===== config.mk =====
export PLATFORM = sky130hd
export DESIGN_NAME = hci_h4_packet_deframer
export DESIGN_NICKNAME = d
export VERILOG_FILES = /design/src/hdl/h4df_pkg.sv /design/src/hdl/hci_h4_packet_deframer.sv /design/src/hdl/h4df_in_reg.sv /design/src/hdl/h4df_core.sv /design/src/hdl/h4df_out_reg.sv
export SDC_FILE = /design/constraint.sdc
export NUM_CORES = 1
export LEC_CHECK = 0
export BUFFER_PORTS_ARGS = -buffer_cell sky130_fd_sc_hd__buf_2
export CAP_MARGIN = 20
export CORE_UTILIZATION = 35
export CTS_CLUSTER_SIZE = 20
export DETAILED_ROUTE_END_ITERATION = 10
export GPL_TIMING_DRIVEN = 0
export PLACE_DENSITY_LB_ADDON = 0.3
export SYNTH_ARGS = -nofsm -noshare
export SYNTH_HDL_FRONTEND = slang
export SYNTH_SLANG_ARGS = --single-unit

===== constraint.sdc =====
create_clock -name clk -period 7.8 [get_ports clk]
set_input_delay 0.78 -clock clk [delete_from_list [all_inputs] [get_ports clk]]
set_output_delay 0.78 -clock clk [all_outputs]
set_load 0.05 [all_outputs]

===== src/hdl/h4df_pkg.sv =====
`default_nettype none
package h4df_pkg;

  localparam int unsigned BYTE_W = 8;
  localparam int unsigned POS_W  = 17;
  localparam int unsigned KIND_W = 3;

  localparam logic [KIND_W-1:0] KIND_NONE    = 3'd0;
  localparam logic [KIND_W-1:0] KIND_COMMAND = 3'd1;
  localparam logic [KIND_W-1:0] KIND_ACL     = 3'd2;
  localparam logic [KIND_W-1:0] KIND_SCO     = 3'd3;
  localparam logic [KIND_W-1:0] KIND_EVENT   = 3'd4;
  localparam logic [KIND_W-1:0] KIND_ISO     = 3'd5;

  localparam logic [POS_W-1:0] HDR_LEN_CMD_SCO = 17'd4;
  localparam logic [POS_W-1:0] HDR_LEN_ACL_ISO = 17'd5;
  localparam logic [POS_W-1:0] HDR_LEN_EVENT   = 17'd3;

  localparam logic [15:0] ISO_LEN_MASK = 16'h3fff;

  localparam logic [BYTE_W-1:0] EVT_CMD_COMPLETE = 8'h0e;
  localparam logic [15:0]       OPCODE_EXT_FEAT  = 16'h1004;
  localparam logic [BYTE_W-1:0] EXT_FEAT_PAGE    = 8'h02;
  localparam logic [BYTE_W-1:0] STATUS_OK        = 8'h00;

  localparam logic [POS_W-1:0] POS_TYPE      = 17'd0;
  localparam logic [POS_W-1:0] POS_EVT_CODE  = 17'd1;
  localparam logic [POS_W-1:0] POS_EVT_LEN   = 17'd2;
  localparam logic [POS_W-1:0] POS_LEN_LO    = 17'd3;
  localparam logic [POS_W-1:0] POS_LEN_HI    = 17'd4;
  localparam logic [POS_W-1:0] POS_OPCODE_HI = 17'd5;
  localparam logic [POS_W-1:0] POS_STATUS    = 17'd6;
  localparam logic [POS_W-1:0] POS_PAGE      = 17'd7;
  localparam logic [POS_W-1:0] POS_FEAT0     = 17'd9;

  localparam int unsigned CFG_IDX_W  = 1;
  localparam int unsigned CFG_DATA_W = 8;
  localparam logic [CFG_IDX_W-1:0] CFG_PATCH_ENABLE = 1'd0;
  localparam logic [CFG_IDX_W-1:0] CFG_FEATURE_MASK = 1'd1;
  localparam logic [BYTE_W-1:0]    FEATURE_MASK_RST = 8'h04;

  typedef struct packed {
    logic [BYTE_W-1:0] out_byte;
    logic              forwarded;
    logic              packet_start;
    logic              packet_end;
    logic              was_patched;
  } result_t;

endpackage
`default_nettype wire


===== src/hdl/hci_h4_packet_deframer.sv =====
`default_nettype none
// channel  dir  handshake          payload
// in       in   in_valid/in_stall  in_byte
// out      out  out_valid/out_stall out_byte forwarded packet_start packet_end was_patched
// cfg      in   cfg_valid/cfg_ready cfg_index cfg_data
//
// One byte per cycle sustained while out_stall is low; an accepted byte waits in the
// input register, then is framed and loaded into the output register, raising out_valid.
// Framing state updates as a byte moves into the output register.
// rst is synchronous, clears both valid bits and the framing state, and resets config to its defaults.
// out_stall holds the output register and backs up into in_stall through the
// input register in the same cycle. cfg_ready is always high.
module hci_h4_packet_deframer (
  input  wire logic                            clk,
  input  wire logic                            rst,
  input  wire logic                            in_valid,
  output logic                                 in_stall,
  input  wire logic [h4df_pkg::BYTE_W-1:0]     in_byte,
  output logic                                 out_valid,
  input  wire logic                            out_stall,
  output logic [h4df_pkg::BYTE_W-1:0]          out_byte,
  output logic                                 forwarded,
  output logic                                 packet_start,
  output logic                                 packet_end,
  output logic                                 was_patched,
  input  wire logic                            cfg_valid,
  output logic                                 cfg_ready,
  input  wire logic [h4df_pkg::CFG_IDX_W-1:0]  cfg_index,
  input  wire logic [h4df_pkg::CFG_DATA_W-1:0] cfg_data
);

  logic                        q_valid;
  logic [h4df_pkg::BYTE_W-1:0] q_byte;
  logic                        can_load;
  logic                        fire;
  logic                        patch_enable;
  logic [h4df_pkg::BYTE_W-1:0] feature_clear_mask;
  h4df_pkg::result_t           res;
  h4df_pkg::result_t           res_q;

  assign cfg_ready = 1'b1;
  assign fire      = q_valid && can_load;

  always_ff @(posedge clk) begin
    if (rst) begin
      patch_enable       <= 1'b0;
      feature_clear_mask <= h4df_pkg::FEATURE_MASK_RST;
    end else if (cfg_valid && cfg_ready) begin
      case (cfg_index)
        h4df_pkg::CFG_PATCH_ENABLE: patch_enable       <= cfg_data[0];
        h4df_pkg::CFG_FEATURE_MASK: feature_clear_mask <= cfg_data;
        default: begin
        end
      endcase
    end
  end

  h4df_in_reg u_in_reg (
    .clk      (clk),
    .rst      (rst),
    .in_valid (in_valid),
    .in_stall (in_stall),
    .in_byte  (in_byte),
    .take     (fire),
    .q_valid  (q_valid),
    .q_byte   (q_byte)
  );

  h4df_core u_core (
    .clk                (clk),
    .rst                (rst),
    .fire               (fire),
    .b                  (q_byte),
    .patch_enable       (patch_enable),
    .feature_clear_mask (feature_clear_mask),
    .res                (res)
  );

  h4df_out_reg u_out_reg (
    .clk       (clk),
    .rst       (rst),
    .load      (fire),
    .res       (res),
    .out_stall (out_stall),
    .out_valid (out_valid),
    .can_load  (can_load),
    .res_q     (res_q)
  );

  assign out_byte     = res_q.out_byte;
  assign forwarded    = res_q.forwarded;
  assign packet_start = res_q.packet_start;
  assign packet_end   = res_q.packet_end;
  assign was_patched  = res_q.was_patched;

  a_start_fwd: assert property (@(posedge clk) disable iff (rst)
    out_valid && (packet_start || packet_end) |-> forwarded)
    else $error("packet mark on a dropped word");

  a_patch_body: assert property (@(posedge clk) disable iff (rst)
    out_valid && was_patched |-> forwarded && !packet_start)
    else $error("patch applied outside an event body");

  a_backpressure: assert property (@(posedge clk) disable iff (rst)
    in_stall |-> out_valid && out_stall)
    else $error("input stalled while output free");

endmodule
`default_nettype wire


===== src/hdl/h4df_in_reg.sv =====
`default_nettype none
module h4df_in_reg (
  input  wire logic                      clk,
  input  wire logic                      rst,
  input  wire logic                      in_valid,
  output logic                           in_stall,
  input  wire logic [h4df_pkg::BYTE_W-1:0] in_byte,
  input  wire logic                      take,
  output logic                           q_valid,
  output logic [h4df_pkg::BYTE_W-1:0]    q_byte
);

  logic load;

  assign load     = !q_valid || take;
  assign in_stall = q_valid && !take;

  always_ff @(posedge clk) begin
    if (rst) begin
      q_valid <= 1'b0;
    end else if (load) begin
      q_valid <= in_valid;
    end
  end

  always_ff @(posedge clk) begin
    if (load && in_valid) begin
      q_byte <= in_byte;
    end
  end

endmodule
`default_nettype wire


===== src/hdl/h4df_core.sv =====
`default_nettype none
module h4df_core (
  input  wire logic                        clk,
  input  wire logic                        rst,
  input  wire logic                        fire,
  input  wire logic [h4df_pkg::BYTE_W-1:0] b,
  input  wire logic                        patch_enable,
  input  wire logic [h4df_pkg::BYTE_W-1:0] feature_clear_mask,
  output h4df_pkg::result_t                res
);

  logic [h4df_pkg::POS_W-1:0]  byte_position, byte_position_next;
  logic [h4df_pkg::KIND_W-1:0] packet_kind, packet_kind_next;
  logic [h4df_pkg::POS_W-1:0]  pkt_len, pkt_len_next;
  logic [h4df_pkg::BYTE_W-1:0] length_low_byte, length_low_byte_next;
  logic                        fixup_match, fixup_match_next;
  logic [h4df_pkg::POS_W-1:0]  pos_inc;
  logic [15:0]                 len16;
  logic                        known_type;

  assign pos_inc    = byte_position + h4df_pkg::POS_W'(1);
  assign len16      = {b, length_low_byte};
  assign known_type = (b >= h4df_pkg::BYTE_W'(h4df_pkg::KIND_COMMAND)) &&
                      (b <= h4df_pkg::BYTE_W'(h4df_pkg::KIND_ISO));

  always_comb begin
    byte_position_next   = byte_position;
    packet_kind_next     = packet_kind;
    pkt_len_next         = pkt_len;
    length_low_byte_next = length_low_byte;
    fixup_match_next     = fixup_match;
    res.out_byte         = b;
    res.forwarded        = 1'b0;
    res.packet_start     = 1'b0;
    res.packet_end       = 1'b0;
    res.was_patched      = 1'b0;

    if (byte_position == h4df_pkg::POS_TYPE) begin
      if (known_type) begin
        packet_kind_next   = b[h4df_pkg::KIND_W-1:0];
        res.forwarded      = 1'b1;
        res.packet_start   = 1'b1;
        byte_position_next = h4df_pkg::POS_W'(1);
        pkt_len_next       = '0;
        fixup_match_next   = (b == h4df_pkg::BYTE_W'(h4df_pkg::KIND_EVENT));
      end
    end else begin
      res.forwarded = 1'b1;

      case (packet_kind)
        h4df_pkg::KIND_COMMAND, h4df_pkg::KIND_SCO: begin
          if (byte_position == h4df_pkg::POS_LEN_LO)
            pkt_len_next = h4df_pkg::HDR_LEN_CMD_SCO + h4df_pkg::POS_W'(b);
        end
        h4df_pkg::KIND_EVENT: begin
          if (byte_position == h4df_pkg::POS_EVT_LEN)
            pkt_len_next = h4df_pkg::HDR_LEN_EVENT + h4df_pkg::POS_W'(b);
        end
        h4df_pkg::KIND_ACL: begin
          if (byte_position == h4df_pkg::POS_LEN_LO)
            length_low_byte_next = b;
          else if (byte_position == h4df_pkg::POS_LEN_HI)
            pkt_len_next = h4df_pkg::HDR_LEN_ACL_ISO + h4df_pkg::POS_W'(len16);
        end
        h4df_pkg::KIND_ISO: begin
          if (byte_position == h4df_pkg::POS_LEN_LO)
            length_low_byte_next = b;
          else if (byte_position == h4df_pkg::POS_LEN_HI)
            pkt_len_next = h4df_pkg::HDR_LEN_ACL_ISO +
                           h4df_pkg::POS_W'(len16 & h4df_pkg::ISO_LEN_MASK);
        end
        default: begin
        end
      endcase

      // Command Complete for Read Local Extended Features, status ok, page 2
      if (packet_kind == h4df_pkg::KIND_EVENT) begin
        if (byte_position == h4df_pkg::POS_EVT_CODE) begin
          if (b != h4df_pkg::EVT_CMD_COMPLETE) fixup_match_next = 1'b0;
        end else if (byte_position == h4df_pkg::POS_LEN_HI) begin
          if (b != h4df_pkg::OPCODE_EXT_FEAT[7:0]) fixup_match_next = 1'b0;
        end else if (byte_position == h4df_pkg::POS_OPCODE_HI) begin
          if (b != h4df_pkg::OPCODE_EXT_FEAT[15:8]) fixup_match_next = 1'b0;
        end else if (byte_position == h4df_pkg::POS_STATUS) begin
          if (b != h4df_pkg::STATUS_OK) fixup_match_next = 1'b0;
        end else if (byte_position == h4df_pkg::POS_PAGE) begin
          if (b != h4df_pkg::EXT_FEAT_PAGE) fixup_match_next = 1'b0;
        end else if (byte_position == h4df_pkg::POS_FEAT0 && fixup_match && patch_enable) begin
          res.out_byte    = b & ~feature_clear_mask;
          res.was_patched = 1'b1;
        end
      end

      if (pkt_len_next != '0 && pos_inc == pkt_len_next) begin
        res.packet_end     = 1'b1;
        byte_position_next = h4df_pkg::POS_TYPE;
        packet_kind_next   = h4df_pkg::KIND_NONE;
        pkt_len_next       = '0;
        fixup_match_next   = 1'b0;
      end else begin
        byte_position_next = pos_inc;
      end
    end
  end

  always_ff @(posedge clk) begin
    if (rst) begin
      byte_position   <= h4df_pkg::POS_TYPE;
      packet_kind     <= h4df_pkg::KIND_NONE;
      pkt_len         <= '0;
      length_low_byte <= '0;
      fixup_match     <= 1'b0;
    end else if (fire) begin
      byte_position   <= byte_position_next;
      packet_kind     <= packet_kind_next;
      pkt_len         <= pkt_len_next;
      length_low_byte <= length_low_byte_next;
      fixup_match     <= fixup_match_next;
    end
  end

  // between packets the kind, length and match state of the last one may not linger
  a_idle_clean: assert property (@(posedge clk) disable iff (rst)
    byte_position == h4df_pkg::POS_TYPE |->
      packet_kind == h4df_pkg::KIND_NONE && pkt_len == '0 && !fixup_match)
    else $error("stale packet state while waiting for type byte");

  a_match_event: assert property (@(posedge clk) disable iff (rst)
    fixup_match |-> packet_kind == h4df_pkg::KIND_EVENT)
    else $error("fix-up match outside an event packet");

  a_len_ahead: assert property (@(posedge clk) disable iff (rst)
    pkt_len != '0 |-> pkt_len > byte_position)
    else $error("position ran past packet length");

endmodule
`default_nettype wire


===== src/hdl/h4df_out_reg.sv =====
`default_nettype none
module h4df_out_reg (
  input  wire logic              clk,
  input  wire logic              rst,
  input  wire logic              load,
  input  wire h4df_pkg::result_t res,
  input  wire logic              out_stall,
  output logic                   out_valid,
  output logic                   can_load,
  output h4df_pkg::result_t      res_q
);

  assign can_load = !out_valid || !out_stall;

  always_ff @(posedge clk) begin
    if (rst) begin
      out_valid <= 1'b0;
    end else if (can_load) begin
      out_valid <= load;
    end
  end

  always_ff @(posedge clk) begin
    if (can_load && load) begin
      res_q <= res;
    end
  end

endmodule
`default_nettype wire

Word level (Yosys, flattened, before mapping)
Cells that the tools add are included.
Widths: inputs -> output; s select.
{ "word_totals": {"register_bits": 77, "latch_bits": 0, "ram_bits": 0, "romBits": 0, "inputBits": 22, "out_inout_bits": 15, "elab_cells": 123, "mem_count": 0} }
{ "op_classes": {"addsub": 5, "mul": 0, "div": 0, "order_cmp": 2, "eq_ne": 24, "shifts": 0, "muxes": 42, "bitwise": 5, "n_reduce_logical": 30} }
{ "op_table": {"columns": ["cell", "count"], "rows": [
  ["$mux 17", 13],
  ["$eq 17x3->1 const B", 4],
  ["$pmux 17 s4", 1],
  ["$mux 8", 8],
  ["$eq 17x2->1 const B", 2],
  ["$add 17x1->17 const B", 1],
  ["$add 3x16->17 const A", 1],
  ["$eq 17x1->1 const B", 1],
  ["$eq 17x17->1", 1],
  ["$eq 17x4->1 const B", 1],
  ["$logic_not 17->1", 1],
  ["$reduce_bool 17->1", 1],
  ["$mux 1", 16],
  ["$add 3x14->15 const A", 1],
  ["$reduce_bool 7->1", 2],
  ["$add 2x8->9 const A", 1],
  ["$add 3x8->9 const A", 1],
  ["$mux 3", 3],
  ["$reduce_and 9->1", 1],
  ["$and 8x8->8", 1],
  ["$eq 8x3->1 const B", 1],
  ["$ge 8x1->1 const B", 1],
  ["$le 8x3->1 const B", 1],
  ["$logic_and 1x1->1", 8],
  ["other kinds (25)", 36]
]} }

Logic depth before layout (Yosys ltp)
{ "depth": {"depth_word": 11, "mapped_depth": 16} }

Cells and area by module
From an unflattened synthesis, not the netlist that was laid out.
{ "unflattened": {"cells_unflattened": 636, "hier_area_um2": 5532.8} }
{ "by_module_without_submodules": {"columns": ["module", "instances", "cells_each", "area_each_um2"], "rows": [
  ["h4df_core", 1, 564, 4421.7],
  ["hci_h4_packet_deframer", 1, 43, 421.7],
  ["h4df_out_reg", 1, 17, 399.1],
  ["h4df_in_reg", 1, 12, 290.3]
]} }

Least setup slack after synthesis
No wires, ideal clock.
{ "synth_timing": {"kind": "register -> register", "start": "register u_core.byte_position[0] (netlist name)", "end": "register u_core.pkt_len[2] (netlist name)", "setup_ps": 116, "arrival_ps": 3638, "path_slack_ps": 4046, "path_stages_with_launch": 15, "path_buffers": 2, "period_less_slack_ps": 3754, "path_cell_list": "dfxtp_1 > inv_1 > ha_1 > nor4b_1 > and4_1 > buf_4 > mux2i_1 > a211oi_2 > or3b_1 > o211a_1 > or4_4 > a2111oi_4 > nor2_1 > buf_2 > a31o_2"} }
{ "synth_between": {"elab_chain_cells": 9} }
{ "synth_rtl": {"columns": ["item", "line", "text"], "rows": [
  ["start, declared", "h4df_core.sv:12", "logic [h4df_pkg::POS_W-1:0] byte_position, byte_position_next;"],
  ["start signal, assigned", "h4df_core.sv:108", "byte_position <= h4df_pkg::POS_TYPE;"],
  ["start signal, assigned", "h4df_core.sv:114", "byte_position <= byte_position_next;"],
  ["$eq 17x3->1", "h4df_core.sv:62, h4df_core.sv:68", null],
  ["$mux 17, on equally long branches", "h4df_core.sv:68, h4df_core.sv:62", null],
  ["$mux 17, on equally long branches", "h4df_core.sv:66, h4df_core.sv:60", null],
  ["$pmux 17 s4", "h4df_core.sv:50", "case (packet_kind)"],
  ["$mux 17", "h4df_core.sv:38", "if (byte_position == h4df_pkg::POS_TYPE) begin"],
  ["$eq 17x17->1 or $reduce_bool 17->1 (tied branches)", "h4df_core.sv:94", "if (pkt_len_next != '0 && pos_inc == pkt_len_next) begin"],
  ["$logic_and 1x1->1", "h4df_core.sv:94", null],
  ["$mux 17", "h4df_core.sv:94", null],
  ["$mux 17", "h4df_core.sv:38", null],
  ["end signal, assigned", "h4df_core.sv:116", "pkt_len <= pkt_len_next;"],
  ["end, declared", "h4df_core.sv:14", "logic [h4df_pkg::POS_W-1:0] pkt_len, pkt_len_next;"]
]} }
Parallel ways exist; a longest one is shown, timed or not. The select of a mux whose other input is x is not followed.
A chain may end at the register's enable or synchronous reset.

Worst setup path in the final report
{ "layout_timing": {"start": "register u_core.byte_position[0] (netlist name)", "end": "register u_core.pkt_len[16] (netlist name)"} }
The elaborated chain is that of the path after synthesis.

==> reports/metrics.yaml <==
outcome:
  status: "completed"
job:
  maxCapViolCount: 0
place:
  gp_congestion: 0.9560
  dpl.hpwl_um: 13020
  port_buffers: 32
  post-place-cells: 822
timing:
  finalHoldViolations: 0
  grt_setup_unrepaired: "no"
  setup_viol: 0
  fmax_mhz: 203.9
  max-slew-margin-rel: 0.2079
  fin_crit_ns: 4.904
  skew_ns: 0.003113
  timing.final.crit_share: 0.6288
  drv_slew: 0
  worstMarginPinSlew_ns: 1.177
  fin_setup_tns_ns: 0
yosys:
  synth_area_um2: 5136
  yosysTopAreaCell: "dfxtp_1"
  synthArstFlopShare: 0
  synth_top_area_frac: 0.2222
  synth-main-ff-cell: "dfxtp_1"
  seq_area_frac_synth: 0.3391
  synth_cell_types: 73
  synth_enable_flop_cells: 20
  yosysWarnings: 0
  avgSynthCellArea_um2: 8.448
  synth_area_leaders: "dfxtp_1 22%, edfxtp_1 12%, xnor2_1 4.6%"
  synth_nets: 644
  netlist_instances: 608
  synth-seq-cells: 77
drt:
  top_layer_used: "met4"
  dr_wl_met3_um: 1185
  drtIter0Drc: 509
  wl_per_cell_um: 20.01
  met1Wirelength_um: 7419
  met2_length_um: 7561
  viasPerCell: 6.014
  firstDrtPassIters: 7
  drt-total-wl_um: 16770
  ant_nets: 0
  vias: 5040
  route.detailed.drc: 0
floorplanning:
  dieArea_um2: 15160
  rows: 43
  initial_utilization: 0.3644
  core-area_um2: 14100
  dieWidth_um: 123.1
  fp.dieH_um: 123.1
  ios: 37
clock_network:
  clk-insertion-delay-late_ns: 0.35
  hold_buffers: 0
  numCtsBuffers: 9
  cts_resized: 0
  cts_tree: "yes"
  cts_sinks: 77
  h-tree-depth: 3
  cts_root_buf: "clkbuf_16"
  post_cts_buffers: 0
  clockBufferDepth: 2
  path_clk_slew_ns: 0.06
power_and_ir_drop:
  p_switching_w: 0.0002250
  power.internal_w: 0.0007174
  p_per_area_nw_per_um2: 160.9
  p_clk_frac: 0.479
  seqPwrFrac: 0.449
  combPwrFrac: 0.072
  power.leakage_nw: 2.199
  swShare: 0.2387
  ir_worst_vdd_mv: 0.1057
  total_power_w: 0.0009424
finish:
  layout.cells.non_filler: 838
  nets: 689
  diodes: 0
  drive_gt1_frac: 0.1155
  fillers: 1457
  syn_to_final_growth_pct: 14.03
setup_path:
  required_ns: 8.04
  critical_path_class: "register to register"
  crit_path_end_kind: "register"
  cp_max_fo: 10
  cp-start-kind: "register"
  worst_ep_arrival_time_ns: 5.15
global_route:
  grt_pass1_wl_um: 26260
  grt-ovfl-total: 0
  grt_pass1_vias: 4814
  antenna_found_initial: 0
  grt_max_degree: 19
  grt_util_all_layers: 0.2315
hold_path:
  hold_path.class: "register to register"
-- metrics by stage --
stage,worst slack (ns),hold slack (ns),area (um^2),util
floorplan,4.046,0.4336,5136,-
global placement,3.035,0.4429,5522,0.3917
detailed placement,3.023,0.4489,5540,0.3930
CTS,3.010,0.4571,5857,0.4155
global route,2.732,0.4845,5857,0.4155
finish,2.896,0.4559,5857,0.4155
-- synth_stat cells, drive strengths merged (4+ instances only) --
library cell and n:
nand2 56, o21a 5, or2 6, ha 14, o31ai 10, nor4 16
a21boi 6, a31oi 6, nor3 19, xor2 14, o2bb2ai 5, edfxtp 20
a22o 17, o21ai 27, nand3 38, or3 4, nor4b 7, and4 4
nor2b 4, nand2b 4, dfxtp 57, o211a 4, a21oi 36, xnor2 27
inv 16, buf 13, a211oi 4, and3 11, a22oi 6, nor2 48
o2111ai 4, nand4 11, clkbuf 20, mux2i 16, a2bb2oi 4
-- power by group through the flow --
stage / registers [W] / logic, W / clock network (W)
after floorplan: 0.000441 / 0.0000361 / 0
after global placement: 0.000431 / 0.0000662 / 0
after detailed placement: 0.000432 / 0.0000672 / 0
after CTS: 0.000423 / 0.0000675 / 0.000460
after global routing: 0.000424 / 0.0000731 / 0.000471
final: 0.000423 / 0.0000681 / 0.000451
-- kinds of logic after synthesis --
logic type,count (synthesis),synth area share
muxes,16,0.03118
and+or+nand+nor,250,0.2624
adders and majority gates,14,0.03411
AOI/OAI and AO/OA,160,0.2207
DFF,77,0.3391
other,1,0.0007301
buffers and inverters,49,0.04190
xor gates and xnor gates,41,0.06992
-- worst max-delay path, stage by stage (launching register included) --
cell,delay (ns)
dfxtp_1,0.54
ha_1,0.22
clkbuf_1,0.38
nand2_1,0.13
nor4_1,0.91
nand3_1,0.19
xor2_1,0.32
or3b_1,0.40
a2111oi_0,0.46
nand4_1,0.21
a2111oi_4,0.36
buf_4,0.28
o31ai_1,0.17
a22o_1,0.22
-- layer usage --
layer  up-vias  GRT usage
li1       2367          -
met1      2421     0.3025
met2       212     0.3541
met3        40    0.05351
met4         0     0.1212
met5         -          0
-- sequential cells by signal, indices dropped and copies added (netlist names) --
register / flops
u_core.packet_kind: 3
u_core.pkt_len: 17
u_in_reg.q_byte: 8
u_core.byte_position: 17
u_core.fixup_match: 1
u_out_reg.out_valid: 1
u_in_reg.q_valid: 1
feature_clear_mask: 8
patch_enable: 1
u_core.length_low_byte: 8
u_out_reg.res_q: 12
-- final timing paths --
| kind | startpoint | endpoint | slack, ns | cells past startpoint |
|---|---|---|---|---|
| worst max-delay path | u_core.byte_position[0] | u_core.pkt_len[16] | 2.90 | 13 |
| worst min-delay path | feature_clear_mask[7] | feature_clear_mask[7] | 0.46 | 2 |
| worst max register to register | u_core.byte_position[0] | u_core.pkt_len[16] | 2.90 | 13 |
| worst min register to register | feature_clear_mask[7] | feature_clear_mask[7] | 0.46 | 2 |
-- cells in the final DEF (no fill, tap or decap), types with 4 or more instances in the layout --
cell,count
nor2b_1,4
o21ai_0,20
a2bb2oi_1,4
and4_1,4
inv_1,16
nand3_1,38
clkbuf_16,9
buf_2,40
o2111ai_1,4
nor3_1,19
or2_2,5
nand2b_1,4
nor2_1,48
clkbuf_1,21
and3_1,11
o21ai_1,7
a22o_1,17
ha_1,14
nand2_1,56
xnor2_1,27
nand4_1,11
buf_4,5
or3_1,4
nor4b_1,7
xor2_1,14
o2bb2ai_1,5
dfxtp_1,57
edfxtp_1,20
a21oi_1,36
o211a_1,4
a31oi_1,6
o21a_1,5
nor4_1,12
a22oi_1,6
mux2i_1,16
a21boi_0,6
o31ai_1,10
-- area by class of cell --
type                            instances  area [um^2]  share of cell area
Buffer                                 33        155.1             0.02649
Clock buffer                           10        229.0             0.03909
Clock inverter                          6        87.58             0.01495
Inverter                               16        60.06             0.01025
Multi-Input combinational cell        482         3186              0.5439
Sequential cell                        77         1742              0.2974
Tap cell                              180        225.2             0.03845
Timing Repair Buffer                   34        172.7             0.02948
Power figures use the tool's default switching activity.
